==> src/sv/bag_of_words_indexer_counter_macros.svh <==
// Assertion macros for the bag-of-words indexer and counter
`ifndef BAG_OF_WORDS_INDEXER_COUNTER_MACROS_SVH
`define BAG_OF_WORDS_INDEXER_COUNTER_MACROS_SVH

// Invariant that holds at every clock edge out of reset
`define BOW_ALWAYS(lbl, prop, msg) \
    lbl: assert property (@(posedge clk) disable iff (!rst_n) (prop)) else $error(msg);

// Condition in one cycle implies a consequence in the next
`define BOW_NEXT(lbl, ante, cons, msg) \
    lbl: assert property (@(posedge clk) disable iff (!rst_n) (ante) |=> (cons)) \
        else $error(msg);

`endif

==> src/sv/bow_ram.sv <==
// Generic single-port-write, single-port-read RAM with registered read data
module bow_ram #(
    parameter int WIDTH = 8,
    parameter int DEPTH = 16
) (
    input  logic                     clk,
    input  logic                     we,
    input  logic [$clog2(DEPTH)-1:0] waddr,
    input  logic [WIDTH-1:0]         wdata,
    input  logic                     re,
    input  logic [$clog2(DEPTH)-1:0] raddr,
    output logic [WIDTH-1:0]         rdata
);

    logic [WIDTH-1:0] mem [DEPTH];

    always_ff @(posedge clk)
    begin
        if (we)
        begin
            mem[waddr] <= wdata;
        end
        if (re)
        begin
            rdata <= mem[raddr];
        end
    end

endmodule

==> config.mk <==
export PLATFORM = sky130hd
export DESIGN_NAME = bow_ram
export DESIGN_NICKNAME = d
export VERILOG_FILES = /design/src/sv/bag_of_words_indexer_counter_macros.svh /design/src/sv/bow_ram.sv
export SDC_FILE = /design/constraint.sdc
export NUM_CORES = 1
export LEC_CHECK = 0
export BUFFER_PORTS_ARGS = -buffer_cell sky130_fd_sc_hd__clkbuf_2
export CAP_MARGIN = 5
export CORE_UTILIZATION = 50
export CTS_CLUSTER_DIAMETER = 100
export DETAILED_ROUTE_END_ITERATION = 10
export GPL_ROUTABILITY_DRIVEN = 0
export HOLD_SLACK_MARGIN = 0.12
export PLACE_DENSITY_LB_ADDON = 0.12
export SETUP_SLACK_MARGIN = 0.1
export SYNTH_ARGS = -nofsm -noshare
export SYNTH_HDL_FRONTEND = slang
export SYNTH_SLANG_ARGS = --single-unit
==> constraint.sdc <==
create_clock -name clk -period 4.63 [get_ports clk]
set_input_delay 0.2315 -clock clk [delete_from_list [all_inputs] [get_ports clk]]
set_output_delay 0.2315 -clock clk [all_outputs]
set_load 0.01 [all_outputs]
Word-level counts from Yosys, hierarchy flattened
Memory sizes are Yosys's and may differ from the RTL's. A register that Yosys moved wholly into a read port is not among the register bits.
Cells that the tools add are included.
{"block": "word_totals", "regBits": 0, "ramBits": 128, "input_bits": 19, "out_inout_bits": 8, "wordCells": 3, "memories": 1}
{"block": "classes", "n_mux": 2}
{"memory": "mem", "depth": 16, "width": 8, "rd": 1, "rd_ports_with_merged_regs": 1, "write_ports": 1, "line": "bow_ram.sv:15", "text": "logic [WIDTH-1:0] mem [DEPTH];"}
{"op": "two-way mux 1 bit", "n": 2}

Depth between registers and ports, before layout
{"block": "logic_depth", "depth_word": 2, "depth_mapped": 5, "ltp_nobuf": 3}

Least setup slack after synthesis
No wires, ideal clock.
{"block": "synth_path", "path_type": "input -> register", "start": "input port waddr[2]", "end": "memory mem[0][0], enable pin", "setup_time_ps": 383, "arrival_ps": 1341, "required_ps": 4247, "setup_slack_ps": 2906, "stages": 2, "path_buffers": 0, "cell_sequence": "or3b_2 -> nor3_1"}
{"item": "start, declared", "line": "bow_ram.sv:8", "text": "input logic [$clog2(DEPTH)-1:0] waddr,"}
{"item": "end, declared", "line": "bow_ram.sv:15"}
Straight into the memory's write port.

==> impl_metrics.tcl <==
set metrics [dict create \
    status "finished, final reports clean" \
    synth-async-reset-ratio_pct 0 \
    max_slew.worst_pin.slew_ps 963 \
    worstHoldPathType "input port to flop" \
    start_util_pct 52.5 \
    yosys_warnings 0 \
    ios 27 \
    grt_pass1_wl_mm 14.8 \
    min_period_ps 1810 \
    finalHoldViolations 0 \
    via_count 2378 \
    synth_enable_flop_cells 136 \
    rsz0062_at_grt "false" \
    synth_mux_area_share_pct 14.8 \
    synth_top_area_cell "edfxtp_1" \
    finalNetCount 287 \
    cts_tree "built" \
    startpoint_type "input port" \
    synth_top_area_share_pct 78.1 \
    viasPerCell 5.74 \
    insertion_delay_ps 510 \
    clkSinkCount 136 \
    maxCapViolations 0 \
    grt_util_all_layers_pct 19.7 \
    synthCells 229 \
    path_max_fanout 20 \
    tns_ps 0 \
    areaGrowthSynthToFinish_pct 16.6 \
    worstPathArrival_ps 2060 \
    ant_nets 0 \
    leakage_nw 2.04 \
    yosys_most_used_dff "edfxtp_1" \
    worstSetupPathType "input port to flop" \
    drt_iter0_drc 207 \
    clockBufferDepth 2 \
    setup_viol 0 \
    grt.overflow.total 0 \
    ir_drop_mv 0.261 \
    yosys-top-cells-area "edfxtp_1 78%, mux4_2 7.8%, mux4_1 7.0%" \
    drive_gt1_share_pct 28.1 \
    hold_buffers 0 \
    die_area_um2 10900 \
    routedWlPerCell_um 23.5 \
    yosysSeqAreaShare_pct 78.1 \
    antenna_found_initial 0 \
    synth-compound-area-share_pct 2.30 \
    die_y_um 104 \
    core_um2 9950 \
    synth_seq_cells 136 \
    p_per_area_nw_per_um2 479 \
    dr.pass1.iters 4 \
    drc 0 \
    drv_slew 0 \
    floorplan.rows 36 \
    grt_max_degree 33 \
    synth_top_family_by_area "multiplexers" \
    wirelength_mm 9.73 \
    synth_nets 248 \
    syn_area_um2 5230 \
    dp_hpwl_mm 5.94 \
    clock_skew_ps 11.1 \
    cts_root_buf "clkbuf_8" \
    cts_buffers 17 \
    required_ps 4890 \
    cts_resized 0 \
    htreeDepth 4 \
    die_x_um 104 \
    synthXorXnorAreaFrac_pct 0 \
    final_util_pct 61.2 \
    fmax_mhz 554 \
    slew_headroom_pct 35.6 \
    cp-end-kind "flop" \
    portBuffers 26 \
    synthAdderAreaFrac_pct 0 \
    fin_crit_sh_pct 39.0 \
    yosys.area_share.simple_pct 3.14 \
    clk_pin_slew_ps 60 \
    cts_setup_buffers 0 \
    first_global_vias 2399 \
    avgSynthCellArea_um2 22.8 \
    synth.distinct_cells 18 \
    n_antenna_cell 0 \
]
kinds of logic after synthesis:
logic type      Yosys count
mux                      32
simple gates             35
buf+inv                  10
flops                   136
compound gates           16
synth_stat cells, types with 2 or more instances:
master	count
edfxtp_1	136
buf_6	3
nor3_1	4
mux4_2	18
nand2_1	9
mux4_1	14
nand2b_1	2
nor2_1	13
nand3b_1	2
buf_2	3
a22oi_1	16
clkdlybuf4s25_2	3
metal layers:
metal  GRT usage [%]  share of wire, %  wire length [um]
met4            7.96               1.5               144
met1            28.2                45              4400
met5               0                 0                 0
met2            29.3                49              4780
met3            4.89               4.1               400
flip-flops by register name (all words and copies together), names as in the netlist:
name and count:
mem 128, rdata 8
where the power goes:
part           internal (mW)  switching (mW)
Sequential              1.39         0.00688
Clock                  0.926           0.478
Combinational         0.0486          0.0728
area by class of cell:
type	count	area, um2
sequential	136	4080
fill	712	3860
multi-input combinational	83	1060
clock buffer	19	422
clock inverter	13	203
tap	133	166
timing repair buffer	30	160
final timing paths:
path,start,cells after the start,endpoint,slack [ps]
worst min register to register,mem[6][7]$_DFFE_PP_,3,rdata[7]$_DFFE_PP_,760
worst min-delay path,wdata[3],1,mem[15][3]$_DFFE_PP_,130
worst max-delay path,raddr[0],5,rdata[7]$_DFFE_PP_,2820
worst max register to register,mem[3][4]$_DFFE_PP_,3,rdata[4]$_DFFE_PP_,3100
cells in the final DEF, fill, tap and decap left out, drive strengths merged:
| cell | count |
|---|---|
| or3b | 1 |
| clkinvlp | 1 |
| clkbuf | 45 |
| and2b | 1 |
| mux4 | 32 |
| a22oi | 16 |
| nand2b | 2 |
| clkinv | 7 |
| and2 | 1 |
| nand3b | 2 |
| buf | 4 |
| nor2 | 13 |
| nor2b | 1 |
| edfxtp | 136 |
| nand2 | 9 |
| nor3 | 4 |
| nand3 | 1 |
| bufinv | 5 |
stage by stage:
step | worst slack, ps | std cells | area [um2] | power, mW | hold WS (ps)
after floorplan | 2910 | 229 | 5230 | 1.49 | 330
after global placement | 2240 | 382 | 5470 | 1.54 | 647
after detailed placement | 2240 | 382 | 5470 | 1.54 | 661
after CTS | 2790 | 414 | 6100 | 2.94 | 124
after global routing | 2690 | 414 | 6100 | 3.01 | 125
final | 2820 | 414 | 6100 | 2.92 | 133
critical path, cell delays in order:
cell and delay, ps:
clkbuf_2 380, buf_4 450, mux4_2 560, a22oi_1 330, nand2_1 80
Note: power is estimated with default switching activity, not from simulation.
